===== src/hw/rtl/assert_macros.svh =====
// assertion macros used by the top-level rtl file
`ifndef ASSERT_MACROS_SVH
`define ASSERT_MACROS_SVH

// plain invariant, sampled on clk, off during rst
`define PNF_ASSERT(lbl, prop, msg) \
  lbl: assert property (@(posedge clk) disable iff (rst) (prop)) else $error(msg);

// same-cycle implication, sampled on clk, off during rst
`define PNF_ASSERT_IMP(lbl, ante, cons, msg) \
  lbl: assert property (@(posedge clk) disable iff (rst) (ante) |-> (cons)) else $error(msg);

`endif


===== src/hw/rtl/pnf_pkg.sv =====
// types and constants for the point set nearest/farthest block
`default_nettype none

package pnf_pkg;

  localparam int MAX_POINTS = 16;
  localparam int COORD_BITS = 16;
  localparam int IDX_BITS   = (MAX_POINTS > 1) ? $clog2(MAX_POINTS) : 1;
  localparam int CNT_BITS   = $clog2(MAX_POINTS + 1);
  localparam int SQ_BITS    = 2 * COORD_BITS;
  localparam int DIST_BITS  = 33;
  localparam int KIND_BITS  = 3;
  localparam int STAT_BITS  = 3;

  typedef enum logic [KIND_BITS-1:0] {
    K_INSERT   = 3'd0,
    K_REMOVE   = 3'd1,
    K_MEMBER   = 3'd2,
    K_NEAREST  = 3'd3,
    K_FARTHEST = 3'd4
  } kind_t;

  typedef enum logic [STAT_BITS-1:0] {
    ST_OK     = 3'd0,
    ST_DUP    = 3'd1,
    ST_ABSENT = 3'd2,
    ST_FULL   = 3'd3,
    ST_EMPTY  = 3'd4
  } status_t;

  typedef enum logic [2:0] {
    S_IDLE,
    S_SCAN,
    S_DRAIN,
    S_FINISH,
    S_SHIFT_RD,
    S_SHIFT_WR,
    S_RESULT
  } state_t;

  typedef struct packed {
    logic [COORD_BITS-1:0] x;
    logic [COORD_BITS-1:0] z;
  } point_t;

  // tag that travels with each read of the scan
  typedef struct packed {
    logic                valid;
    logic                last;
    logic [IDX_BITS-1:0] idx;
  } scan_t;

  // one scanned entry after the distance unit
  typedef struct packed {
    logic                valid;
    logic                last;
    logic                eq;
    logic [IDX_BITS-1:0] idx;
    point_t              pt;
    logic [SQ_BITS-1:0]  sq_x;
    logic [SQ_BITS-1:0]  sq_z;
  } dist_res_t;

  typedef struct packed {
    status_t               status;
    logic                  hit;
    logic [COORD_BITS-1:0] x;
    logic [COORD_BITS-1:0] z;
    logic [DIST_BITS-1:0]  dist_sq;
  } result_t;

endpackage

`default_nettype wire


===== src/hw/rtl/pnf_req_if.sv =====
// request channel: operation kind and point coordinates
`default_nettype none

interface pnf_req_if;
  import pnf_pkg::*;

  logic                  valid;
  logic                  ready;
  logic [KIND_BITS-1:0]  kind;
  logic [COORD_BITS-1:0] x_coord;
  logic [COORD_BITS-1:0] z_coord;

  modport source (output valid, output kind, output x_coord, output z_coord, input ready);
  modport sink   (input valid, input kind, input x_coord, input z_coord, output ready);
endinterface

`default_nettype wire


===== src/hw/rtl/pnf_rsp_if.sv =====
// response channel: status, hit flag and chosen point with its distance
`default_nettype none

interface pnf_rsp_if;
  import pnf_pkg::*;

  logic                  valid;
  logic                  ready;
  logic [STAT_BITS-1:0]  status;
  logic                  hit;
  logic [COORD_BITS-1:0] result_x;
  logic [COORD_BITS-1:0] result_z;
  logic [DIST_BITS-1:0]  distance_sq;

  modport source (output valid, output status, output hit, output result_x,
                  output result_z, output distance_sq, input ready);
  modport sink   (input valid, input status, input hit, input result_x,
                  input result_z, input distance_sq, output ready);
endinterface

`default_nettype wire


===== src/hw/rtl/point_set_nearest_farthest.sv =====
// top level: ordered point set with nearest and farthest linear search
// an empty set skips the scan and an unknown kind goes straight to the response;
//   a remove closes the gap by moving each later entry up one place
// one transaction at a time: a new request is taken only once the last response is loaded,
//   and the scan and the gap closing share the single storage read port
// reset: synchronous, empties the set; point storage itself is not cleared
`default_nettype none
`include "assert_macros.svh"

module point_set_nearest_farthest (
  input  logic     clk,
  input  logic     rst,
  pnf_req_if.sink  req,
  pnf_rsp_if.source rsp
);
  import pnf_pkg::*;

  localparam logic [CNT_BITS-1:0] CNT_MAX = CNT_BITS'(MAX_POINTS);

  state_t                state, state_next;

  // captured request
  logic [KIND_BITS-1:0]  kind_q;
  point_t                query;

  // scan bookkeeping
  logic [IDX_BITS-1:0]   iss;
  scan_t                 scan;
  logic                  match;
  logic [IDX_BITS-1:0]   pos;
  logic                  found;
  logic [DIST_BITS-1:0]  best;
  point_t                best_pt;
  logic [IDX_BITS-1:0]   sh;
  logic [CNT_BITS-1:0]   count;

  // result staging and the output register
  result_t               pend;
  result_t               out_q;
  logic                  out_valid;

  // storage ports
  logic                  rd_en;
  logic [IDX_BITS-1:0]   rd_addr;
  point_t                rd_pt;
  logic                  wr_en;
  logic [IDX_BITS-1:0]   wr_addr;
  point_t                wr_pt;

  dist_res_t             res;
  logic [DIST_BITS-1:0]  dist_sq;
  logic                  take;
  logic                  scan_end;
  logic                  shift_more;
  logic                  shift_last;
  logic                  accept;
  logic                  load_out;

  pnf_point_mem u_mem (
    .clk     (clk),
    .wr_en   (wr_en),
    .wr_addr (wr_addr),
    .wr_pt   (wr_pt),
    .rd_en   (rd_en),
    .rd_addr (rd_addr),
    .rd_pt   (rd_pt)
  );

  // read data and its tag are each registered once, so they line up in the cycle after the issue
  pnf_dist_unit u_dist (
    .clk     (clk),
    .rst     (rst),
    .scan_in (scan),
    .pt      (rd_pt),
    .query   (query),
    .res     (res)
  );

  assign accept     = req.valid && req.ready;
  assign load_out   = (state == S_RESULT) && (!out_valid || rsp.ready);
  assign scan_end   = (CNT_BITS'(iss) == count - 1'b1);
  // gap closing is needed when the removed entry is not the last one
  assign shift_more = (CNT_BITS'(pos) + 1'b1 < count);
  // the entry just moved was the last stored one
  assign shift_last = (CNT_BITS'(sh) + CNT_BITS'(2) >= count);

  // one wide add and compare against the running best
  assign dist_sq = DIST_BITS'(res.sq_x) + DIST_BITS'(res.sq_z);
  // strict compares keep the earliest entry on a tie; farthest starts at zero
  assign take = (kind_q == K_NEAREST) ? (!found || dist_sq < best) : (dist_sq > best);

  // next state
  always_comb begin
    state_next = state;
    case (state)
      S_IDLE: begin
        if (accept) begin
          if (req.kind > K_FARTHEST) begin
            state_next = S_RESULT;
          end else if (count == '0) begin
            state_next = S_FINISH;
          end else begin
            state_next = S_SCAN;
          end
        end
      end
      S_SCAN: begin
        if (scan_end) begin
          state_next = S_DRAIN;
        end
      end
      S_DRAIN: begin
        if (res.valid && res.last) begin
          state_next = S_FINISH;
        end
      end
      S_FINISH: begin
        if (kind_q == K_REMOVE && match && shift_more) begin
          state_next = S_SHIFT_RD;
        end else begin
          state_next = S_RESULT;
        end
      end
      S_SHIFT_RD: state_next = S_SHIFT_WR;
      S_SHIFT_WR: begin
        if (shift_last) begin
          state_next = S_RESULT;
        end else begin
          state_next = S_SHIFT_RD;
        end
      end
      S_RESULT: begin
        if (load_out) begin
          state_next = S_IDLE;
        end
      end
      default: state_next = S_IDLE;
    endcase
  end

  // storage port control and request ready
  always_comb begin
    req.ready = 1'b0;
    rd_en     = 1'b0;
    rd_addr   = iss;
    wr_en     = 1'b0;
    wr_addr   = sh;
    wr_pt     = rd_pt;
    case (state)
      S_IDLE: req.ready = 1'b1;
      S_SCAN: begin
        rd_en   = 1'b1;
        rd_addr = iss;
      end
      S_FINISH: begin
        // insert lands at the end of the set
        wr_en   = (kind_q == K_INSERT) && !match && (count != CNT_MAX);
        wr_addr = count[IDX_BITS-1:0];
        wr_pt   = query;
      end
      S_SHIFT_RD: begin
        rd_en   = 1'b1;
        rd_addr = sh + 1'b1;
      end
      S_SHIFT_WR: begin
        wr_en   = 1'b1;
        wr_addr = sh;
        wr_pt   = rd_pt;
      end
      default: begin
        rd_en = 1'b0;
        wr_en = 1'b0;
      end
    endcase
  end

  // control registers
  always_ff @(posedge clk) begin
    if (rst) begin
      state      <= S_IDLE;
      count      <= '0;
      out_valid  <= 1'b0;
      scan.valid <= 1'b0;
    end else begin
      state      <= state_next;
      scan.valid <= (state == S_SCAN);
      if (load_out) begin
        out_valid <= 1'b1;
      end else if (rsp.ready) begin
        out_valid <= 1'b0;
      end
      if (state == S_FINISH) begin
        if (kind_q == K_INSERT && !match && count != CNT_MAX) begin
          count <= count + 1'b1;
        end else if (kind_q == K_REMOVE && match && !shift_more) begin
          count <= count - 1'b1;
        end
      end else if (state == S_SHIFT_WR && shift_last) begin
        count <= count - 1'b1;
      end
    end
    // tag for the read issued this cycle
    scan.last <= (state == S_SCAN) && scan_end;
    scan.idx  <= iss;
  end

  // datapath registers
  always_ff @(posedge clk) begin
    if (load_out) begin
      out_q <= pend;
    end

    case (state)
      S_IDLE: begin
        if (accept) begin
          kind_q  <= req.kind;
          query.x <= req.x_coord;
          query.z <= req.z_coord;
          iss     <= '0;
          match   <= 1'b0;
          found   <= 1'b0;
          best    <= '0;
          pend    <= '0;
        end
      end
      S_SCAN, S_DRAIN: begin
        if (state == S_SCAN) begin
          iss <= iss + 1'b1;
        end
        if (res.valid) begin
          // first equal entry gives the position for remove
          if (res.eq && !match) begin
            match <= 1'b1;
            pos   <= res.idx;
          end
          if (take) begin
            found   <= 1'b1;
            best    <= dist_sq;
            best_pt <= res.pt;
          end
        end
      end
      S_FINISH: begin
        case (kind_q)
          K_INSERT: begin
            if (match) begin
              pend.status <= ST_DUP;
            end else if (count == CNT_MAX) begin
              pend.status <= ST_FULL;
            end
          end
          K_REMOVE: begin
            if (!match) begin
              pend.status <= ST_ABSENT;
            end
            sh <= pos;
          end
          K_MEMBER: pend.hit <= match;
          K_NEAREST, K_FARTHEST: begin
            if (found) begin
              pend.x       <= best_pt.x;
              pend.z       <= best_pt.z;
              pend.dist_sq <= best;
            end else begin
              pend.status <= ST_EMPTY;
            end
          end
          default: pend.status <= ST_OK;
        endcase
      end
      S_SHIFT_WR: sh <= sh + 1'b1;
      default: sh <= sh;
    endcase
  end

  assign rsp.valid       = out_valid;
  assign rsp.status      = out_q.status;
  assign rsp.hit         = out_q.hit;
  assign rsp.result_x    = out_q.x;
  assign rsp.result_z    = out_q.z;
  assign rsp.distance_sq = out_q.dist_sq;

  // the set never grows past its capacity
  `PNF_ASSERT(a_count_cap, count <= CNT_MAX, "point count above capacity")
  // scan results only come back while a scan is running
  `PNF_ASSERT_IMP(a_res_in_scan, res.valid, state == S_SCAN || state == S_DRAIN, "stray scan result")
  // gap closing never reads beyond the stored points
  `PNF_ASSERT_IMP(a_shift_bound, state == S_SHIFT_RD, CNT_BITS'(sh) + 1'b1 < count, "shift past end")
  // the count moves only on an insert/remove decision or the last move of a gap
  `PNF_ASSERT_IMP(a_count_move, !$stable(count), $past(state) == S_FINISH || $past(state) == S_SHIFT_WR, "count changed outside update")

endmodule

`default_nettype wire


===== src/hw/rtl/pnf_point_mem.sv =====
// point storage: one write port, one registered read port
`default_nettype none

module pnf_point_mem (
  input  logic                    clk,
  input  logic                    wr_en,
  input  logic [pnf_pkg::IDX_BITS-1:0] wr_addr,
  input  pnf_pkg::point_t         wr_pt,
  input  logic                    rd_en,
  input  logic [pnf_pkg::IDX_BITS-1:0] rd_addr,
  output pnf_pkg::point_t         rd_pt
);
  import pnf_pkg::*;

  point_t mem [MAX_POINTS];

  always_ff @(posedge clk) begin
    if (wr_en) begin
      mem[wr_addr] <= wr_pt;
    end
  end

  always_ff @(posedge clk) begin
    if (rd_en) begin
      rd_pt <= mem[rd_addr];
    end
  end

endmodule

`default_nettype wire


===== src/hw/rtl/pnf_dist_unit.sv =====
// two-stage distance unit: absolute differences, then squares
`default_nettype none

module pnf_dist_unit (
  input  logic               clk,
  input  logic               rst,
  input  pnf_pkg::scan_t     scan_in,
  input  pnf_pkg::point_t    pt,
  input  pnf_pkg::point_t    query,
  output pnf_pkg::dist_res_t res
);
  import pnf_pkg::*;

  scan_t                 s1;
  point_t                s1_pt;
  logic                  s1_eq;
  logic [COORD_BITS-1:0] s1_dx;
  logic [COORD_BITS-1:0] s1_dz;

  always_ff @(posedge clk) begin
    if (rst) begin
      s1.valid  <= 1'b0;
      res.valid <= 1'b0;
    end else begin
      s1.valid  <= scan_in.valid;
      res.valid <= s1.valid;
    end

    // stage one: differences and the equality test
    s1.last <= scan_in.last;
    s1.idx  <= scan_in.idx;
    s1_pt   <= pt;
    s1_eq   <= (pt.x == query.x) && (pt.z == query.z);
    s1_dx   <= (pt.x >= query.x) ? (pt.x - query.x) : (query.x - pt.x);
    s1_dz   <= (pt.z >= query.z) ? (pt.z - query.z) : (query.z - pt.z);

    // stage two: squares
    res.last <= s1.last;
    res.idx  <= s1.idx;
    res.eq   <= s1_eq;
    res.pt   <= s1_pt;
    res.sq_x <= SQ_BITS'(s1_dx) * SQ_BITS'(s1_dx);
    res.sq_z <= SQ_BITS'(s1_dz) * SQ_BITS'(s1_dz);
  end

endmodule

`default_nettype wire

===== src/flat_wrapper.sv =====
// flat-port wrapper written by rule: the top's interface ports become plain ports
module point_set_nearest_farthest_flat import pnf_pkg::*;
  (clk, rst, req_valid, req_kind, req_x_coord, req_z_coord, req_ready, rsp_valid, rsp_status, rsp_hit, rsp_result_x, rsp_result_z, rsp_distance_sq, rsp_ready);
  pnf_req_if req_i ();
  pnf_rsp_if rsp_i ();
  input  logic clk;
  input  logic rst;
  input wire logic [$bits(req_i.valid)-1:0] req_valid;
  input wire logic [$bits(req_i.kind)-1:0] req_kind;
  input wire logic [$bits(req_i.x_coord)-1:0] req_x_coord;
  input wire logic [$bits(req_i.z_coord)-1:0] req_z_coord;
  output wire logic [$bits(req_i.ready)-1:0] req_ready;
  output wire logic [$bits(rsp_i.valid)-1:0] rsp_valid;
  output wire logic [$bits(rsp_i.status)-1:0] rsp_status;
  output wire logic [$bits(rsp_i.hit)-1:0] rsp_hit;
  output wire logic [$bits(rsp_i.result_x)-1:0] rsp_result_x;
  output wire logic [$bits(rsp_i.result_z)-1:0] rsp_result_z;
  output wire logic [$bits(rsp_i.distance_sq)-1:0] rsp_distance_sq;
  input wire logic [$bits(rsp_i.ready)-1:0] rsp_ready;
  assign req_i.valid = req_valid;
  assign req_i.kind = req_kind;
  assign req_i.x_coord = req_x_coord;
  assign req_i.z_coord = req_z_coord;
  assign req_ready = req_i.ready;
  assign rsp_valid = rsp_i.valid;
  assign rsp_status = rsp_i.status;
  assign rsp_hit = rsp_i.hit;
  assign rsp_result_x = rsp_i.result_x;
  assign rsp_result_z = rsp_i.result_z;
  assign rsp_distance_sq = rsp_i.distance_sq;
  assign rsp_i.ready = rsp_ready;
  point_set_nearest_farthest u_core (.clk(clk), .rst(rst), .req(req_i), .rsp(rsp_i));
endmodule

===== config.mk =====
export PLATFORM = sky130hd
export DESIGN_NAME = point_set_nearest_farthest_flat
export DESIGN_NICKNAME = d
export VERILOG_FILES = /design/src/hw/rtl/pnf_pkg.sv /design/src/hw/rtl/pnf_req_if.sv /design/src/hw/rtl/pnf_rsp_if.sv /design/src/hw/rtl/point_set_nearest_farthest.sv /design/src/hw/rtl/pnf_point_mem.sv /design/src/hw/rtl/pnf_dist_unit.sv /design/src/flat_wrapper.sv
export VERILOG_INCLUDE_DIRS = /design/src /design/src/hw/rtl
export SDC_FILE = /design/constraint.sdc
export NUM_CORES = 2
export LEC_CHECK = 0
export BUFFER_PORTS_ARGS = -buffer_cell sky130_fd_sc_hd__buf_4
export CAP_MARGIN = 20
export CORE_AREA = 5 5 320 322
export CTS_CLUSTER_DIAMETER = 150
export DETAILED_ROUTE_END_ITERATION = 12
export DIE_AREA = 0 0 325 327
export PLACE_DENSITY = 0.83
export SLEW_MARGIN = 20
export SYNTH_ARGS = -nofsm -noshare
export SYNTH_HDL_FRONTEND = slang
export SYNTH_HIERARCHICAL = 1
export SYNTH_SLANG_ARGS = --single-unit

===== constraint.sdc =====
create_clock -name clk -period 7.4 [get_ports clk]
set_input_delay 1.11 -clock clk [delete_from_list [all_inputs] [get_ports clk]]
set_output_delay 1.11 -clock clk [all_outputs]
set_load 0.02 [all_outputs]

; ---- Yosys cells after proc, flatten, opt, wreduce, memory -nomap -nowiden
; Memory sizes are Yosys's and may differ from the RTL's. A register that Yosys moved wholly into a read port is not among the register bits.
; Cells that the tools add are included.
[op_classes]
n_mul = 2
reduce_logical = 41
n_lt_le_gt_ge = 7
n_eq_ne = 32
muxes = 52
addsub = 11
[op_table]
columns = operator, count
row1 = case mux 69 bit (2 select lines), 1
row2 = two-way mux 65 bit, 2
row3 = two-way mux 33 bit, 3
row4 = two-way mux 69 bit, 1
row5 = case mux 33 bit (2 select lines), 1
row6 = multiplier 16 x 16 -> 32 bit, 2
row7 = subtractor 16 bit, 4
row8 = adder 32 x 32 -> 33 bit, 1
row9 = greater-than comparator 33 bit, 1
row10 = < comparator 33 bit, 1
row11 = equality test 16 bit, 2
row12 = >= comparator 16 bit, 2
row13 = two-way mux 16 bit, 2
row14 = two-way mux 32 bit, 1
row15 = two-way mux 3 bit, 9
row16 = case mux 3 bit (7 select lines), 1
row17 = two-way mux 4 bit, 5
row18 = two-way mux 5 bit, 4
row19 = "!= test 2 x 1 -> 1 bit, second input constant", 9
row20 = case mux 4 bit (2 select lines), 2
row21 = AND reduction 4 bit, 4
row22 = two-way mux 1 bit, 13
row23 = "equality test 3 x 2 -> 1 bit, second input constant", 4
row24 = "equality test 3 bit, second input constant", 4
row25 = other kinds (29), 66
[totals]
mem_count = 1
ff_bits = 441
mem_bits_rw = 512
[mem_list]
columns = memory, words, word_bits, rd, rd_ports_with_merged_regs, wr, line_no
row1 = u_core.u_mem.mem, 16, 32, 1, 1, 1, pnf_point_mem.sv:15  ; point_t mem [MAX_POINTS];

; ---- Logic depth before layout (Yosys ltp)
[depth]
ltp_word = 7
mapped_depth = 24
depth_no_buf = 23

; ---- By module
; Netlist, hierarchy kept.
[modules_own_cells]
columns = mod, instances, area_each_um2, cells_each
row1 = pnf_dist_unit, 1, 21359.2, 2341
row2 = pnf_point_mem, 1, 20156.8, 838
row3 = point_set_nearest_farthest, 1, 12678.4, 1030

; ---- Least setup slack after synthesis
; Ideal clock, no wire load.
[synth_path]
path_kind = input-to-reg
from = input port rsp_ready
to = register u_core.out_q, in the netlist u_core/rsp.distance_sq[0] (enable)
cell_stages = 2
setup_time_ns = 0.595
path_slack_ns = 0.512
path_buffers = 0
t_required_ns = 6.805
t_arrival_ns = 6.293
path_cell_list = nand2b_1 -> nor3b_1
[synth_via]
elab_chain_cells = 2
[synth_lines]
columns = element, line_no
row1 = start: declaration, flat_wrapper.sv:19  ; input wire logic [$bits(rsp_i.ready)-1:0] rsp_ready;
row2 = logical OR 1 bit, point_set_nearest_farthest.sv:80  ; assign load_out = (state == S_RESULT) && (!out_valid || rsp.ready);
row3 = logical AND 1 bit, point_set_nearest_farthest.sv:80
row4 = via u_core.load_out, point_set_nearest_farthest.sv:57  ; logic load_out;
row5 = end signal: assignment, point_set_nearest_farthest.sv:210  ; out_q <= pend;
row6 = end: declaration, point_set_nearest_farthest.sv:39  ; result_t out_q;
; The timed path passes the listed nets, and every way through them passes these cells.
; A chain may end at the register's enable or synchronous reset.

; ---- Final worst setup path
[layout_path]
from = register u_core.u_dist.s1_dx[5]
to = register u_core/u_dist/res[63] (netlist name)
[layout_via]
elab_chain_cells = 1
[layout_lines]
columns = element, line_no
row1 = start: declaration, pnf_dist_unit.sv:17  ; logic [COORD_BITS-1:0] s1_dx;
row2 = start signal: assignment, pnf_dist_unit.sv:34  ; s1_dx <= (pt.x >= query.x) ? (pt.x - query.x) : (query.x - pt.x);
row3 = multiplier 16 x 16 -> 32 bit, pnf_dist_unit.sv:42  ; res.sq_x <= SQ_BITS'(s1_dx) * SQ_BITS'(s1_dx);
; Every way passes these cells.

==> run metrics <==
area of the die 106,300 um^2; core area 99,280 um^2; Post-CTS Resized 0; DRC errors left 0; reg2reg path depth 22; grt ovf 0; placer congestion estimate 0.9303; DP Wirelength 86,730 um; outcome finished, final reports clean; DR WL/cell 22.57 um; starting DRC count in detailed routing 3,503; Post-CTS Setup Bufs 0; drt first pass iters 5; CP Capture Type register; Hold WS 317.3 ps; most common cell after layout, fill and taps aside edfxtp_1; Slew HR 0.2625; RSZ-0062 raised after global routing no; Area Growth Syn to Fin 10.05%; Synth Register Bits 983; H-Tree Depth 3; hold worst-path end u_core/u_dist/res[74]$_DFF_P_; total track usage 0.2408; Via density 5.859; utilization after layout 0.6007; Max Root-Sink Buffers 3; Initial Util 0.5459; Mapped Cells 4,209; Fin Setup TNS 0 ps; post-cts hold buffer count 0; number of global-route vias before repair 34,730; clk_skew 38.91 ps; setup violators final 0; io pins 110; Worst Hold Class reg2reg; hold path depth 0; Final Max Slew Viols 0; nets 5,023; worst hold start u_core/u_dist/s1_pt[10]$_DFF_P_; R2R Path Start u_core/u_dist/s1_dx[5]$_DFF_P_; final worst path period need 6609 ps; Critical Path RT 7970 ps; worst flop-to-flop path endpoint u_core/u_dist/res[63]$_DFF_P_; layout cell share with drive strength beyond 1 0.1131; crit start category register; Worst-Margin Slew 1100 ps; PortBufs 109; Die X 325 um; Post-synth EDFFs 796; Final Cycle Share 0.8931; crit-path max FO 17; Top FF cell, synth edfxtp_1; CTS tree yes; Vias 33,300; antenna violations before repair 5; Worst-path clk slew 70 ps; most frequent cells in the layout edfxtp_1, inv_1, nand2_1; synth warn 6; count of max-cap constraint violations 0; largest net degree at the start of global routing 110; Arrival @ worst endpoint 7180 ps; average size of a mapped cell 12.88 um^2; hold violation total from the final report 0; flop2flop setup slack 790 ps; sequential share of the synthesized area 0.5101; WS Path Type reg2reg; Routed WL 128,300 um; clk root buf clkbuf_16; Synth Cell Area 54,190 um^2; Clk Latency, worst-skew pair 670 ps; first-pass GRT wire length 198,900 um; fmax 151.3 MHz; distinct cell type count after synthesis 92; Die Span Y 327 um; Core Rows 116; Post-DRT Antenna Nets 0; TritonCTS buffer count 92; clk sink count 983; ys async rst share 0
[critical path, cell delays in order, from the launching register on]
cell and delay, ps:
dfxtp_1 740, and2_1 270, inv_1 70, fa_1 500
inv_1 50, fa_1 490, inv_1 50, fa_1 470
inv_1 50, fa_1 530, fa_1 560, inv_1 60
fa_1 530, inv_1 40, ha_1 360, a21o_1 200
or2_1 240, a21oi_1 180, o21a_1 220, o211ai_1 160
a2111o_1 410, a31oi_1 220, xnor2_1 130
[worst max path at each step]
stage                                        start                             endpoint  cells past startpoint
global placement    u_core/u_dist/s1_dx[5]$_DFF_P_        u_core/u_dist/res[63]$_DFF_P_                     22
floorplan                                rsp_ready  u_core/rsp.distance_sq[0]$_DFFE_PP_                      2
CTS                 u_core/u_dist/s1_dx[5]$_DFF_P_        u_core/u_dist/res[63]$_DFF_P_                     22
finish              u_core/u_dist/s1_dx[5]$_DFF_P_        u_core/u_dist/res[63]$_DFF_P_                     22
detailed placement  u_core/u_dist/s1_dx[5]$_DFF_P_        u_core/u_dist/res[63]$_DFF_P_                     22
global route        u_core/u_dist/s1_dx[5]$_DFF_P_        u_core/u_dist/res[62]$_DFF_P_                     22
[synthesized netlist by cell type (all sizes together) (34+ instances only)]
cell type    n  area share
and2       164       0.019
nor3        34      0.0032
nor2       164       0.011
nand3       42      0.0039
inv        640       0.044
xnor2      103       0.017
nand2      358       0.025
clkbuf     106      0.0073
xor2        48      0.0078
a21oi      145       0.013
a22oi       64      0.0089
ha         344       0.079
fa         332        0.12
buf         43      0.0044
a21o        86       0.012
o21ai       79      0.0074
mux4       128       0.053
dfxtp      187       0.069
edfxtp     796        0.44
[kinds of logic after synthesis]
| group | after synthesis | share of synthesized area |
|---|---|---|
| xor+xnor | 151 | 0.02440 |
| simple gates | 894 | 0.07845 |
| flops | 983 | 0.5101 |
| buf+inv | 789 | 0.05606 |
| fa+ha+maj | 676 | 0.2021 |
| other cells | 1 | 0.00006920 |
| mux | 152 | 0.05776 |
| compound gates | 563 | 0.07106 |
[flip-flops by register name (all words and copies together), names as in the netlist, 5 cells and up]
register and count:
u_core/best 33, u_core/u_mem/rd_pt 32, u_core/rsp.result_z 16, u_core/rsp.distance_sq 33, u_core/u_dist/res 101, u_core/u_mem/mem 512, u_core/count 5, u_core/u_dist/s1_dx 16
u_core/u_dist/s1 6, u_core/u_dist/s1_pt 32, u_core/scan 6, u_core/query 32, u_core/pend 69, u_core/best_pt 32, u_core/rsp.result_x 16, u_core/u_dist/s1_dz 16
[metal layers]
layer / vias up / part of all wire / global-route usage
li1: 14760 / - / -
met1: 16600 / 0.37 / 0.3023
met2: 1605 / 0.50 / 0.4198
met3: 337 / 0.082 / 0.03952
met4: 2 / 0.046 / 0.09808
met5: - / 0.00010 / 0
[metrics by stage]
step	setup WS (ps)	cells	area, um^2
6_report	790.9	5684	59640
5_1_grt	460.9	5683	59640
4_1_cts	839.1	5683	59640
3_5_place_dp	867.5	5512	56540
3_3_place_gp	949.3	5511	56510
2_1_floorplan	512.0	4210	54200
[layout make-up]
cell class | instances | area (um^2)
antenna | 1 | 2.502
clock inverter | 56 | 626.9
tap | 1298 | 1624
multi-input combinational | 2438 | 23680
clock buffer | 115 | 2471
fill | 7390 | 39640
timing repair buffer | 153 | 1181
inverter | 640 | 2402
sequential | 983 | 27650
Power is left out: the tool's default activity adds up to more than one toggle a clock period on the data nets, which glitch-free logic cannot reach.
